[config.mk]
export PLATFORM = sky130hd
export DESIGN_NAME = seven_segment_two_wire_writer_top
export DESIGN_NICKNAME = d
export VERILOG_FILES = /design/src/rtl/ssw_pkg.sv /design/src/rtl/seven_segment_two_wire_writer_top.sv /design/src/rtl/ssw_front.sv /design/src/rtl/ssw_res_q.sv /design/src/rtl/ssw_engine.sv
export SDC_FILE = /design/constraint.sdc
export NUM_CORES = 1
export LEC_CHECK = 0
export BUFFER_PORTS_ARGS = -buffer_cell sky130_fd_sc_hd__buf_2
export CAP_MARGIN = 30
export CORE_ASPECT_RATIO = 1.2
export CORE_MARGIN = 2
export CORE_UTILIZATION = 55
export CTS_BUF_LIST = sky130_fd_sc_hd__clkbuf_2
export CTS_CLUSTER_DIAMETER = 50
export DETAILED_ROUTE_END_ITERATION = 6
export PLACE_DENSITY_LB_ADDON = 0.25
export SLEW_MARGIN = 20
export SYNTH_ARGS = -nofsm -noshare
export SYNTH_HDL_FRONTEND = slang
export SYNTH_SLANG_ARGS = --single-unit
[constraint.sdc]
create_clock -name clk -period 4.7 [get_ports clk]
set_input_delay 1.175 -clock clk [delete_from_list [all_inputs] [get_ports clk]]
set_output_delay 1.175 -clock clk [all_outputs]
set_load 0.01 [all_outputs]
[src/rtl/ssw_pkg.sv]
// Shared types and constants for the seven-segment two-wire writer.
// Used by ssw_front, ssw_engine, ssw_res_q and the top level; no dependencies.
package ssw_pkg;

	// command kinds, decoded from the op field
	localparam logic CMD_TICK  = 1'b0;
	localparam logic CMD_START = 1'b1;

	localparam int VALUE_W = 16;

	// frame bytes
	localparam logic [7:0] BYTE_DATA_CMD = 8'h40;
	localparam logic [7:0] BYTE_ADDR_CMD = 8'hC0;
	localparam logic [7:0] BYTE_DISP_CMD = 8'h88;

	// reciprocal of ten for 16-bit operands: q = (v * 52429) >> 19
	localparam logic [16:0] RECIP_TEN   = 17'd52429;
	localparam int          RECIP_SHIFT = 19;

	typedef struct packed {
		logic               kind;
		logic [VALUE_W-1:0] value;
	} cmd_t;

	typedef struct packed {
		logic clk_line;
		logic dio_line;
		logic busy;
	} res_t;

	// engine status for checking at the top level
	typedef struct packed {
		logic go;
		logic start;
		logic running;
		logic clk_level;
		logic dio_level;
	} eng_sts_t;

	function automatic logic [7:0] seg_code(input logic [3:0] digit);
		logic [7:0] code;
		case (digit)
			4'd0: code = 8'b0011_1111;
			4'd1: code = 8'b0000_0110;
			4'd2: code = 8'b0101_1011;
			4'd3: code = 8'b0100_1111;
			4'd4: code = 8'b0110_0110;
			4'd5: code = 8'b0110_1101;
			4'd6: code = 8'b0111_1101;
			4'd7: code = 8'b0000_0111;
			4'd8: code = 8'b0111_1111;
			4'd9: code = 8'b0110_1111;
			default: code = 8'b0000_0000;
		endcase
		return code;
	endfunction

endpackage

[src/rtl/seven_segment_two_wire_writer_top.sv]
// Top level of the seven-segment two-wire writer.
// Instantiates ssw_front, ssw_engine and ssw_res_q; depends on ssw_pkg.
//
// Usage:
//   Items enter through push/full with fields op and value. op = 1 starts an
//   update of the lowest NUM_DIGITS decimal digits of value (ignored while
//   busy); op = 0 is a tick that performs one write on the clock/data pins during an update.
//   Every item yields exactly one result (clk_line, dio_line, busy_res),
//   taken through empty/pop in item order.
//   A full update is 125 ticks per digit.
// Timing:
//   One item per cycle sustained while results are popped. A result can be
//   popped once its item is in the result queue: the accepting edge writes
//   the command queue, a later edge carries it through the sequencer into the
//   result queue. The sequencer handles one command a cycle while the result
//   queue has room; the quotient by ten is a registered reciprocal multiply.
// Reset:
//   arst_n clears both queues and the sequencer; its pin levels reset low, not busy.
// Stalls:
//   If pop stays low, the result queue fills, the sequencer halts, the
//   command queue fills and full rises; nothing is lost.
module seven_segment_two_wire_writer_top #(
	parameter int NUM_DIGITS = 4
) (
	input  logic        clk,
	input  logic        arst_n,
	input  logic        push,
	output logic        full,
	input  logic        op,
	input  logic [15:0] value,
	output logic        empty,
	input  logic        pop,
	output logic        clk_line,
	output logic        dio_line,
	output logic        busy_res
);

	logic              cmd_valid;
	ssw_pkg::cmd_t     cmd;
	logic              cmd_pop;
	logic              res_full;
	logic              res_wr;
	ssw_pkg::res_t     res_in;
	ssw_pkg::res_t     res_out;
	ssw_pkg::eng_sts_t sts;

	ssw_front u_front (
		.clk       (clk),
		.arst_n    (arst_n),
		.push      (push),
		.full      (full),
		.op        (op),
		.value     (value),
		.cmd_valid (cmd_valid),
		.cmd       (cmd),
		.cmd_pop   (cmd_pop)
	);

	ssw_engine #(
		.NUM_DIGITS (NUM_DIGITS)
	) u_engine (
		.clk       (clk),
		.arst_n    (arst_n),
		.cmd_valid (cmd_valid),
		.cmd       (cmd),
		.cmd_pop   (cmd_pop),
		.res_full  (res_full),
		.res_wr    (res_wr),
		.res       (res_in),
		.sts       (sts)
	);

	ssw_res_q u_res_q (
		.clk      (clk),
		.arst_n   (arst_n),
		.wr       (res_wr),
		.wr_data  (res_in),
		.res_full (res_full),
		.empty    (empty),
		.pop      (pop),
		.rd_data  (res_out)
	);

	assign clk_line = res_out.clk_line;
	assign dio_line = res_out.dio_line;
	assign busy_res = res_out.busy;

`ifndef NO_ASSERTIONS
	// a start taken while idle begins an update on the next cycle
	a_start_runs: assert property (@(posedge clk) disable iff (!arst_n)
		(sts.go && sts.start && !sts.running) |=> sts.running)
		else $error("start while idle did not begin an update");

	// an update always ends on a completed stop condition: both pins high
	a_end_on_stop: assert property (@(posedge clk) disable iff (!arst_n)
		$fell(sts.running) |-> (sts.clk_level && sts.dio_level))
		else $error("update ended without stop condition");

	// the sequencer never produces a result the queue cannot hold
	a_no_overflow: assert property (@(posedge clk) disable iff (!arst_n)
		(res_wr && res_full) |-> !cmd_pop)
		else $error("result written into full queue");
`endif

endmodule

[src/rtl/ssw_front.sv]
// Front end: accepts items, decodes them into start/tick commands and holds
// them in a two-entry command queue. Depends on ssw_pkg.
module ssw_front (
	input  logic                        clk,
	input  logic                        arst_n,
	input  logic                        push,
	output logic                        full,
	input  logic                        op,
	input  logic [ssw_pkg::VALUE_W-1:0] value,
	output logic                        cmd_valid,
	output ssw_pkg::cmd_t               cmd,
	input  logic                        cmd_pop
);

	ssw_pkg::cmd_t entry_q [2];
	logic          wr_ptr_q;
	logic          rd_ptr_q;
	logic [1:0]    count_q;
	logic          wr_en;
	logic          rd_en;
	ssw_pkg::cmd_t decoded;

	assign full      = (count_q == 2'd2);
	assign cmd_valid = (count_q != 2'd0);
	assign wr_en     = push && !full;
	assign rd_en     = cmd_pop && cmd_valid;
	assign cmd       = entry_q[rd_ptr_q];

	always_comb begin
		decoded.kind  = op ? ssw_pkg::CMD_START : ssw_pkg::CMD_TICK;
		decoded.value = value;
	end

	always_ff @(posedge clk) begin
		if (wr_en) begin
			entry_q[wr_ptr_q] <= decoded;
		end
	end

	always_ff @(posedge clk or negedge arst_n) begin
		if (!arst_n) begin
			wr_ptr_q <= 1'b0;
			rd_ptr_q <= 1'b0;
			count_q  <= 2'd0;
		end else begin
			if (wr_en) begin
				wr_ptr_q <= ~wr_ptr_q;
			end
			if (rd_en) begin
				rd_ptr_q <= ~rd_ptr_q;
			end
			case ({wr_en, rd_en})
				2'b10:   count_q <= count_q + 2'd1;
				2'b01:   count_q <= count_q - 2'd1;
				default: count_q <= count_q;
			endcase
		end
	end

endmodule

[src/rtl/ssw_res_q.sv]
// Two-entry result queue between the engine and the result port.
// Depends on ssw_pkg.
module ssw_res_q (
	input  logic          clk,
	input  logic          arst_n,
	input  logic          wr,
	input  ssw_pkg::res_t wr_data,
	output logic          res_full,
	output logic          empty,
	input  logic          pop,
	output ssw_pkg::res_t rd_data
);

	ssw_pkg::res_t entry_q [2];
	logic          wr_ptr_q;
	logic          rd_ptr_q;
	logic [1:0]    count_q;
	logic          wr_en;
	logic          rd_en;

	assign res_full = (count_q == 2'd2);
	assign empty    = (count_q == 2'd0);
	assign wr_en    = wr && !res_full;
	assign rd_en    = pop && !empty;
	assign rd_data  = entry_q[rd_ptr_q];

	always_ff @(posedge clk) begin
		if (wr_en) begin
			entry_q[wr_ptr_q] <= wr_data;
		end
	end

	always_ff @(posedge clk or negedge arst_n) begin
		if (!arst_n) begin
			wr_ptr_q <= 1'b0;
			rd_ptr_q <= 1'b0;
			count_q  <= 2'd0;
		end else begin
			if (wr_en) begin
				wr_ptr_q <= ~wr_ptr_q;
			end
			if (rd_en) begin
				rd_ptr_q <= ~rd_ptr_q;
			end
			case ({wr_en, rd_en})
				2'b10:   count_q <= count_q + 2'd1;
				2'b01:   count_q <= count_q - 2'd1;
				default: count_q <= count_q;
			endcase
		end
	end

endmodule

[src/rtl/ssw_engine.sv]
// Back end: the frame/byte/bit sequencer that performs one pin write per tick
// during an update and produces one result per command. Depends on ssw_pkg.
module ssw_engine #(
	parameter int NUM_DIGITS = 4
) (
	input  logic              clk,
	input  logic              arst_n,
	input  logic              cmd_valid,
	input  ssw_pkg::cmd_t     cmd,
	output logic              cmd_pop,
	input  logic              res_full,
	output logic              res_wr,
	output ssw_pkg::res_t     res,
	output ssw_pkg::eng_sts_t sts
);

	localparam int POS_W = (NUM_DIGITS > 1) ? $clog2(NUM_DIGITS) : 1;
	localparam logic [POS_W-1:0] LAST_POS = POS_W'(NUM_DIGITS - 1);

	localparam logic [1:0] PART_START = 2'd0;
	localparam logic [1:0] PART_BYTE  = 2'd1;
	localparam logic [1:0] PART_STOP  = 2'd2;

	localparam logic [1:0] FRAME_DATA = 2'd0;
	localparam logic [1:0] FRAME_ADDR = 2'd1;
	localparam logic [1:0] FRAME_DISP = 2'd2;

	localparam int RECIP_SHIFT_END = ssw_pkg::RECIP_SHIFT + 12;

	logic [15:0]      rem_q,   rem_d;
	logic [POS_W-1:0] pos_q,   pos_d;
	logic [1:0]       step_q,  step_d;
	logic [3:0]       bits_q,  bits_d;
	logic [7:0]       shift_q, shift_d;
	logic             clk_q,   clk_d;
	logic             dio_q,   dio_d;
	logic             run_q,   run_d;
	logic [1:0]       frame_q, frame_d;
	logic [1:0]       part_q,  part_d;
	logic             bidx_q,  bidx_d;

	// quotient of rem_q by ten, registered from rem_q; rem_q only changes many
	// ticks before the quotient or the digit is next needed
	logic [32:0] recip_prod;
	logic [12:0] quot_q;
	logic [15:0] quot_x10;
	logic [15:0] digit_full;
	logic [3:0]  digit;
	logic [7:0]  first_byte;
	logic        go;
	logic        is_start;

	assign go       = cmd_valid && !res_full;
	assign cmd_pop  = go;
	assign res_wr   = go;
	assign is_start = (cmd.kind == ssw_pkg::CMD_START);

	assign recip_prod = {17'd0, rem_q} * {16'd0, ssw_pkg::RECIP_TEN};
	assign quot_x10   = {quot_q, 3'b000} + {2'b00, quot_q, 1'b0};
	assign digit_full = rem_q - quot_x10;
	assign digit      = digit_full[3:0];

	always_comb begin
		case (frame_q)
			FRAME_DATA: first_byte = ssw_pkg::BYTE_DATA_CMD;
			FRAME_ADDR: first_byte = ssw_pkg::BYTE_ADDR_CMD + 8'(pos_q);
			default:    first_byte = ssw_pkg::BYTE_DISP_CMD;
		endcase
	end

	always_comb begin
		rem_d   = rem_q;
		pos_d   = pos_q;
		step_d  = step_q;
		bits_d  = bits_q;
		shift_d = shift_q;
		clk_d   = clk_q;
		dio_d   = dio_q;
		run_d   = run_q;
		frame_d = frame_q;
		part_d  = part_q;
		bidx_d  = bidx_q;
		if (go && is_start) begin
			if (!run_q) begin
				rem_d   = cmd.value;
				pos_d   = LAST_POS;
				step_d  = 2'd0;
				bits_d  = 4'd0;
				shift_d = 8'd0;
				frame_d = FRAME_DATA;
				part_d  = PART_START;
				bidx_d  = 1'b0;
				run_d   = 1'b1;
			end
		end else if (go && run_q) begin
			case (part_q)
				PART_START: begin
					case (step_q)
						2'd0: dio_d = 1'b1;
						2'd1: clk_d = 1'b1;
						2'd2: dio_d = 1'b0;
						default: clk_d = 1'b0;
					endcase
					if (step_q == 2'd3) begin
						bidx_d  = 1'b0;
						shift_d = first_byte;
						bits_d  = 4'd0;
						step_d  = 2'd0;
						part_d  = PART_BYTE;
					end else begin
						step_d = step_q + 2'd1;
					end
				end
				PART_BYTE: begin
					if (bits_q < 4'd8) begin
						if (step_q == 2'd0) begin
							dio_d  = shift_q[0];
							step_d = 2'd1;
						end else if (step_q == 2'd1) begin
							clk_d  = 1'b1;
							step_d = 2'd2;
						end else begin
							clk_d   = 1'b0;
							shift_d = {1'b0, shift_q[7:1]};
							bits_d  = bits_q + 4'd1;
							step_d  = 2'd0;
						end
					end else if (step_q == 2'd0) begin
						// acknowledge clock pulse after the data bits; the acknowledge is not sampled
						clk_d  = 1'b1;
						step_d = 2'd1;
					end else begin
						clk_d = 1'b0;
						if (frame_q == FRAME_ADDR && !bidx_q) begin
							bidx_d  = 1'b1;
							shift_d = ssw_pkg::seg_code(digit);
							bits_d  = 4'd0;
							step_d  = 2'd0;
						end else begin
							step_d = 2'd0;
							part_d = PART_STOP;
						end
					end
				end
				default: begin
					if (step_q == 2'd0) begin
						dio_d  = 1'b0;
						step_d = 2'd1;
					end else if (step_q == 2'd1) begin
						clk_d  = 1'b1;
						step_d = 2'd2;
					end else begin
						dio_d  = 1'b1;
						step_d = 2'd0;
						part_d = PART_START;
						bidx_d = 1'b0;
						if (frame_q == FRAME_DISP) begin
							frame_d = FRAME_DATA;
							rem_d   = {3'b000, quot_q};
							if (pos_q == '0) begin
								run_d = 1'b0;
								pos_d = LAST_POS;
							end else begin
								pos_d = pos_q - POS_W'(1);
							end
						end else begin
							frame_d = frame_q + 2'd1;
						end
					end
				end
			endcase
		end
	end

	always_ff @(posedge clk) begin
		quot_q <= recip_prod[RECIP_SHIFT_END:ssw_pkg::RECIP_SHIFT];
	end

	always_ff @(posedge clk or negedge arst_n) begin
		if (!arst_n) begin
			rem_q   <= '0;
			pos_q   <= LAST_POS;
			step_q  <= 2'd0;
			bits_q  <= 4'd0;
			shift_q <= 8'd0;
			clk_q   <= 1'b0;
			dio_q   <= 1'b0;
			run_q   <= 1'b0;
			frame_q <= FRAME_DATA;
			part_q  <= PART_START;
			bidx_q  <= 1'b0;
		end else begin
			rem_q   <= rem_d;
			pos_q   <= pos_d;
			step_q  <= step_d;
			bits_q  <= bits_d;
			shift_q <= shift_d;
			clk_q   <= clk_d;
			dio_q   <= dio_d;
			run_q   <= run_d;
			frame_q <= frame_d;
			part_q  <= part_d;
			bidx_q  <= bidx_d;
		end
	end

	always_comb begin
		res.clk_line = clk_d;
		res.dio_line = dio_d;
		res.busy     = run_d;
		sts.go        = go;
		sts.start     = is_start;
		sts.running   = run_q;
		sts.clk_level = clk_q;
		sts.dio_level = dio_q;
	end

endmodule

# Word level (Yosys, flattened, before mapping)
# Memories as Yosys holds them, arrays and structs flattened.
# Cells that the tools add are included.
dict set report word_totals {
  regBits 61
  ram_bits 40
  rom_bits 112
  input_bits 21
  out_inout_bits 5
  mem_count 3
}
dict set report classes {
  addsub 11
  mul 1
  order_cmp 1
  eq_ne 25
  n_mux 102
  bitwise 4
  reduce_logical 31
}
# name words width read_ports rd_clocked_by_memory_dff wr line_no
set mem_list {}
lappend mem_list {{(name not given)} 16 7 1 0 0 ssw_pkg.sv:42} ;# case (digit)
lappend mem_list {u_front.entry_q 2 17 1 0 1 ssw_front.sv:15} ;# ssw_pkg::cmd_t entry_q [2];
lappend mem_list {u_res_q.entry_q 2 3 1 0 1 ssw_res_q.sv:14} ;# ssw_pkg::res_t entry_q [2];
# op count
set op_table {}
lappend op_table {{16-bit 2-to-1 mux} 7}
lappend op_table {{8-bit 2-to-1 mux} 9}
lappend op_table {{2-bit 2-to-1 mux} 29}
lappend op_table {{1-bit 2-to-1 mux} 36}
lappend op_table {{4-bit 2-to-1 mux} 9}
lappend op_table {{16-bit by 16-bit multiplier with 32-bit output (second input constant)} 1}
lappend op_table {{8-bit one-hot mux with 2 select lines} 2}
lappend op_table {{2-bit one-hot mux with 2 select lines} 4}
lappend op_table {{8-bit AND reduction} 2}
lappend op_table {{2-bit == test (second input constant)} 7}
lappend op_table {{3-bit by 2-bit inequality test with 1-bit output (second input constant)} 4}
lappend op_table {{2-bit by 1-bit == test with 1-bit output (second input constant)} 5}
lappend op_table {{2-bit zero test} 5}
lappend op_table {{1-bit one-hot mux with 2 select lines} 5}
lappend op_table {{2-bit nonzero test} 5}
lappend op_table {{2-bit by 1-bit adder with 2-bit output (second input constant)} 4}
lappend op_table {{7-bit by 3-bit adder with 8-bit output (first input constant)} 1}
lappend op_table {{1-bit logical AND} 8}
lappend op_table {{4-bit by 3-bit inequality test with 1-bit output (second input constant)} 2}
lappend op_table {{4-bit one-hot mux with 2 select lines} 1}
lappend op_table {{7-bit AND reduction} 1}
lappend op_table {{2-bit by 1-bit inequality test with 1-bit output (second input constant)} 3}
lappend op_table {{3-bit by 1-bit inequality test with 1-bit output (second input constant)} 2}
lappend op_table {{6-bit AND reduction} 1}
lappend op_table {{13 further kinds} 22}

# Logic depth before layout (Yosys ltp)
# An unclocked memory read counts as a cell.
dict set report depth {
  ltp_word 9
  depth_mapped 20
}

# By module
# Synthesis repeated with hierarchy kept, for this count alone.
dict set report unflattened {
  cells_unflattened 937
  area_unflattened_um2 9374.0
}
# mod instances cells_per_inst area_each_um2 seq_area_each_um2
set by_module_without_submodules {}
lappend by_module_without_submodules {ssw_engine 1 839 7527.2 1263.7}
lappend by_module_without_submodules {ssw_front 1 71 1433.9 1121.1}
lappend by_module_without_submodules {ssw_res_q 1 27 412.9 280.3}

# Worst setup path after synthesis
# No wires, ideal clock.
dict set report synth_timing {
  kind {flip-flop to flip-flop}
  start {register u_engine.rem_q[6]}
  end {register u_engine.quot_q[6]}
  t_arrival_ps 5047
  t_required_ps 4628
  setup_slack_ps -419
  stages_incl_launch_ff 19
  path_buffers 0
  period_less_slack_ps 5119
  path_cell_list {dfrtp_1 -> ha_1 -> inv_1 -> fa_1 -> inv_1 -> fa_1 -> fa_1 -> fa_1 -> inv_1 -> fa_1 -> inv_1 -> ha_1 -> nand2_1 -> nor2_1 -> a211o_1 -> a221oi_2 -> o211ai_1 -> a21oi_1 -> xnor2_1}
}
dict set report synth_between {
  elab_chain_len 1
}
# element line_no
set synth_rtl {}
lappend synth_rtl {{start, declared} ssw_engine.sv:30} ;# logic [15:0] rem_q, rem_d;
lappend synth_rtl {{start signal, assigned} ssw_engine.sv:193} ;# rem_q <= rem_d;
lappend synth_rtl {{16-bit by 16-bit multiplier with 32-bit output} ssw_engine.sv:58} ;# assign recip_prod = {17'd0, rem_q} * {16'd0, ssw_pkg::RECIP_TEN};
lappend synth_rtl {{named net u_engine.recip_prod[25]} ssw_engine.sv:44} ;# logic [32:0] recip_prod;
lappend synth_rtl {{end signal, assigned} ssw_engine.sv:176} ;# quot_q <= recip_prod[RECIP_SHIFT_END:ssw_pkg::RECIP_SHIFT];
lappend synth_rtl {{end, declared} ssw_engine.sv:45} ;# logic [12:0] quot_q;
# The timed path passes the listed nets, and every way through them passes these cells.
# A chain may end at the register's enable or synchronous reset.

# Worst setup path after layout
dict set report layout_timing {
  start {register u_engine.rem_q[7]}
  end {register u_engine.quot_q[6]}
}
# The elaborated chain is that of the path after synthesis.

==> out/results.ini <==
[run_status]
status = finished with violations
violations = setup timing

[global_routing]
grt-ovfl-total = 0
grt_usage_pct = 25.4
grt_start_max_net_pins = 34
grt_pass1_vias = 7139
antenna_found_initial = 1
grt_pass1_wl_um = 35000

[critical_path]
critical_path_class = reg2reg
cp_data_arrival_time_ns = 5.55
required_ns = 5.22
path_common_cell = fa_1
endpoint_kind = flop
cp_slowest_cell = fa_1
start_kind = flop
crit_path_cell_trace = ha_4 -> inv_2 -> fa_1 -> inv_1 -> fa_1 -> fa_1 -> fa_1 -> inv_1 -> fa_1 -> inv_2 -> ha_4 -> nand4_1 -> buf_6 -> nor3_4 -> a221oi_4 -> o211ai_1 -> a21oi_1 -> xnor2_1
slowest_delay_ns = 0.53
cp_max_fo = 3
ff2ff_path_depth = 18
r2r_slack_ns = -0.33

[yosys]
synthTopCellsByCount = inv_1 (181), ha_1 (148), fa_1 (79), nand2_1 (55), nor2_1 (53)
yosysWarnings = 0
ys_ff_latch = 101
yosys-top-cells-area = ha_1 (20%), fa_1 (17%), edfxtp_1 (13%)
synth_edf_count = 40
synth.top_cell.area_share_pct = 20.2
postSynthAreaPerCell_um2 = 10.2
syn_inst = 899
synth_largest_area_cell = ha_1
mappedNetlistArea_um2 = 9160
synthFlopType = dfrtp_1
post-synth-top-count-cell = inv_1
async_flop_share_pct = 47.5
syn_nets = 1147
ys_types = 70
ys_seq_area_share_pct = 29.1

[timing]
fin_crit_ns = 5.03
slew_viol_final = 0
skew_ns = 0.0512
worst_slew_pin_slew_ns = 0.796
hold_viol_final = 0
fmax_mhz = 199
hold_ws_ns = 0.524
fin_crit_sh_pct = 107
setup_violations = 13
rsz0062_at_grt = yes
slew_headroom_pct = 46.9
setup_slack_ns = -0.333

[cts]
clockBufferDepth = 2
clock_latency_ns = 0.57
tritoncts = built
htree_levels = 3
cts.sinks = 101
clk_pin_slew_worst_paths_ns = 0.31
cts-buffers-inserted = 9
cts_root_buf = clkbuf_2

[placed_design]
dp_hpwl_um = 16900
dpl.cell_count = 1210
portBuffers = 25
gp_congestion = 0.971
place_ws_ns = -0.395

[drt]
drtIter0Drc = 272
dr.pass1.iters = 4
wl_per_cell_um = 17.2
avgViaCountPerCell = 5.37
ant_nets = 0
routed_wl_um = 21400
drcViolationCount = 0
vias = 6687

[job]
max_cap_violations = 0

[die]
fp-row-count = 51
core_um2 = 16300
dieArea_um2 = 17700
io_pins = 26
dieHeight_um = 145
initial_core_util_pct = 56.3
dieWidth_um = 122

[cells_and_area]
drive_above_1_share_pct = 24.8
nets = 1275
fin_util_pct = 67.9
fin_cells = 1245
synthToLayoutAreaGrowth_pct = 20.6
fillers = 1229

[worst_hold_path]
hold_class = reg2reg
min_path_cells = 2

==> layout by cell type, fill, tap and decap left out, types with 9 or more instances in the layout <==
| cell | count |
|---|---|
| dfrtp_1 | 34 |
| a21oi_1 | 37 |
| nand2_1 | 54 |
| ha_4 | 25 |
| buf_2 | 25 |
| dfrtp_2 | 12 |
| ha_1 | 121 |
| o21ai_0 | 18 |
| edfxtp_1 | 40 |
| xor2_1 | 9 |
| dfxtp_1 | 13 |
| mux2i_1 | 17 |
| nand3_1 | 14 |
| buf_4 | 99 |
| o21ai_1 | 25 |
| xnor2_1 | 21 |
| fa_1 | 78 |
| clkbuf_2 | 9 |
| inv_1 | 171 |
| a21o_1 | 9 |
| nor2_1 | 48 |
| inv_2 | 11 |
==> metrics by stage <==
stage	TNS, ns	area [um2]
detailed placement	-3.75	10300
floorplan	-0.0321	9320
CTS	-2.16	10900
global route	-4.74	11000
finish	-3.01	11000
global placement	-2.68	10300
==> sequential cells by signal, indices dropped and copies added (netlist names) <==
| name | count |
|---|---|
| u_front.count_q | 2 |
| u_front.wr_ptr_q | 1 |
| u_res_q.wr_ptr_q | 1 |
| u_engine.step_q | 2 |
| u_res_q.rd_ptr_q | 1 |
| u_engine.frame_q | 2 |
| u_engine.run_q | 1 |
| u_front.rd_ptr_q | 1 |
| u_engine.part_q | 2 |
| u_engine.clk_q | 1 |
| u_front.entry_q | 34 |
| u_engine.shift_q | 8 |
| u_engine.rem_q | 16 |
| u_engine.dio_q | 1 |
| u_engine.pos_q | 2 |
| u_engine.bits_q | 4 |
| u_res_q.count_q | 2 |
| u_res_q.entry_q | 6 |
| u_engine.bidx_q | 1 |
| u_engine.quot_q | 13 |
==> routing by layer <==
metal  GRT usage (%)  wire length (um)  part of all wire [%]
met5               0                 0                     0
met4            9.25               770                   3.6
met3            2.90               758                   3.5
met2            44.5             10900                    51
met1            32.3              8960                    42
==> kinds of logic (layout without fill, tap and decap cells) <==
kind of cell | Yosys count | count (layout) | synth area share, %
flops | 101 | 101 | 29.1
mux | 23 | 23 | 2.72
fa+ha+maj | 227 | 227 | 37.5
simple gates | 166 | 166 | 8.28
other cells | 0 | 1 | 0
compound gates | 148 | 148 | 10.4
xor+xnor | 37 | 37 | 3.62
buf+inv | 197 | 330 | 8.47
==> layout make-up <==
| cell class | instances | area [um2] | share of cell area [%] |
|---|---|---|---|
| Clock buffer | 9 | 45.0 | 0.408 |
| Sequential cell | 101 | 2680 | 24.3 |
| Multi-Input combinational cell | 601 | 6320 | 57.2 |
| Tap cell | 212 | 265 | 2.40 |
| Clock inverter | 7 | 81.3 | 0.736 |
| Antenna cell | 1 | 2.50 | 0.0227 |
| Inverter | 182 | 683 | 6.18 |
| Timing Repair Buffer | 132 | 967 | 8.76 |
==> final timing paths <==
path                                startpoint                  end
setup / recovery             u_engine.rem_q[7]   u_engine.quot_q[6]
hold / removal             u_engine.shift_q[5]  u_engine.shift_q[5]
min in group asynchronous               arst_n   u_engine.bits_q[2]
max in group asynchronous               arst_n    u_engine.pos_q[1]
setup reg to reg             u_engine.rem_q[7]   u_engine.quot_q[6]
hold reg to reg            u_engine.shift_q[5]  u_engine.shift_q[5]
==> worst max-delay path, delay by kind of cell (launching register included) <==
| kind | cells | cell delay [ns] |
|---|---|---|
| adder cells (fa/ha/maj) | 7 | 3.07 |
| AND/OR/NAND/NOR | 2 | 0.38 |
| buffers and inverters | 5 | 0.38 |
| XOR/XNOR | 1 | 0.13 |
| flip-flops | 1 | 0.52 |
| AO/OA/AOI/OAI | 3 | 0.51 |
==> timing repair <==
| item | CTS | global route |
|---|---|---|
| hold buffers | 0 | 0 |
| pin swaps | 56 | 16 |
| setup buffers | 17 | 4 |
| hold endpoints to repair | 0 | 0 |
| gates cloned | 0 | 0 |
| endpoints found under the setup margin | 13 | 13 |
| resized for setup | 77 | 14 |
Power is left out: the tool's default activity adds up to more than one toggle a clock period on the data nets, which glitch-free logic cannot reach.
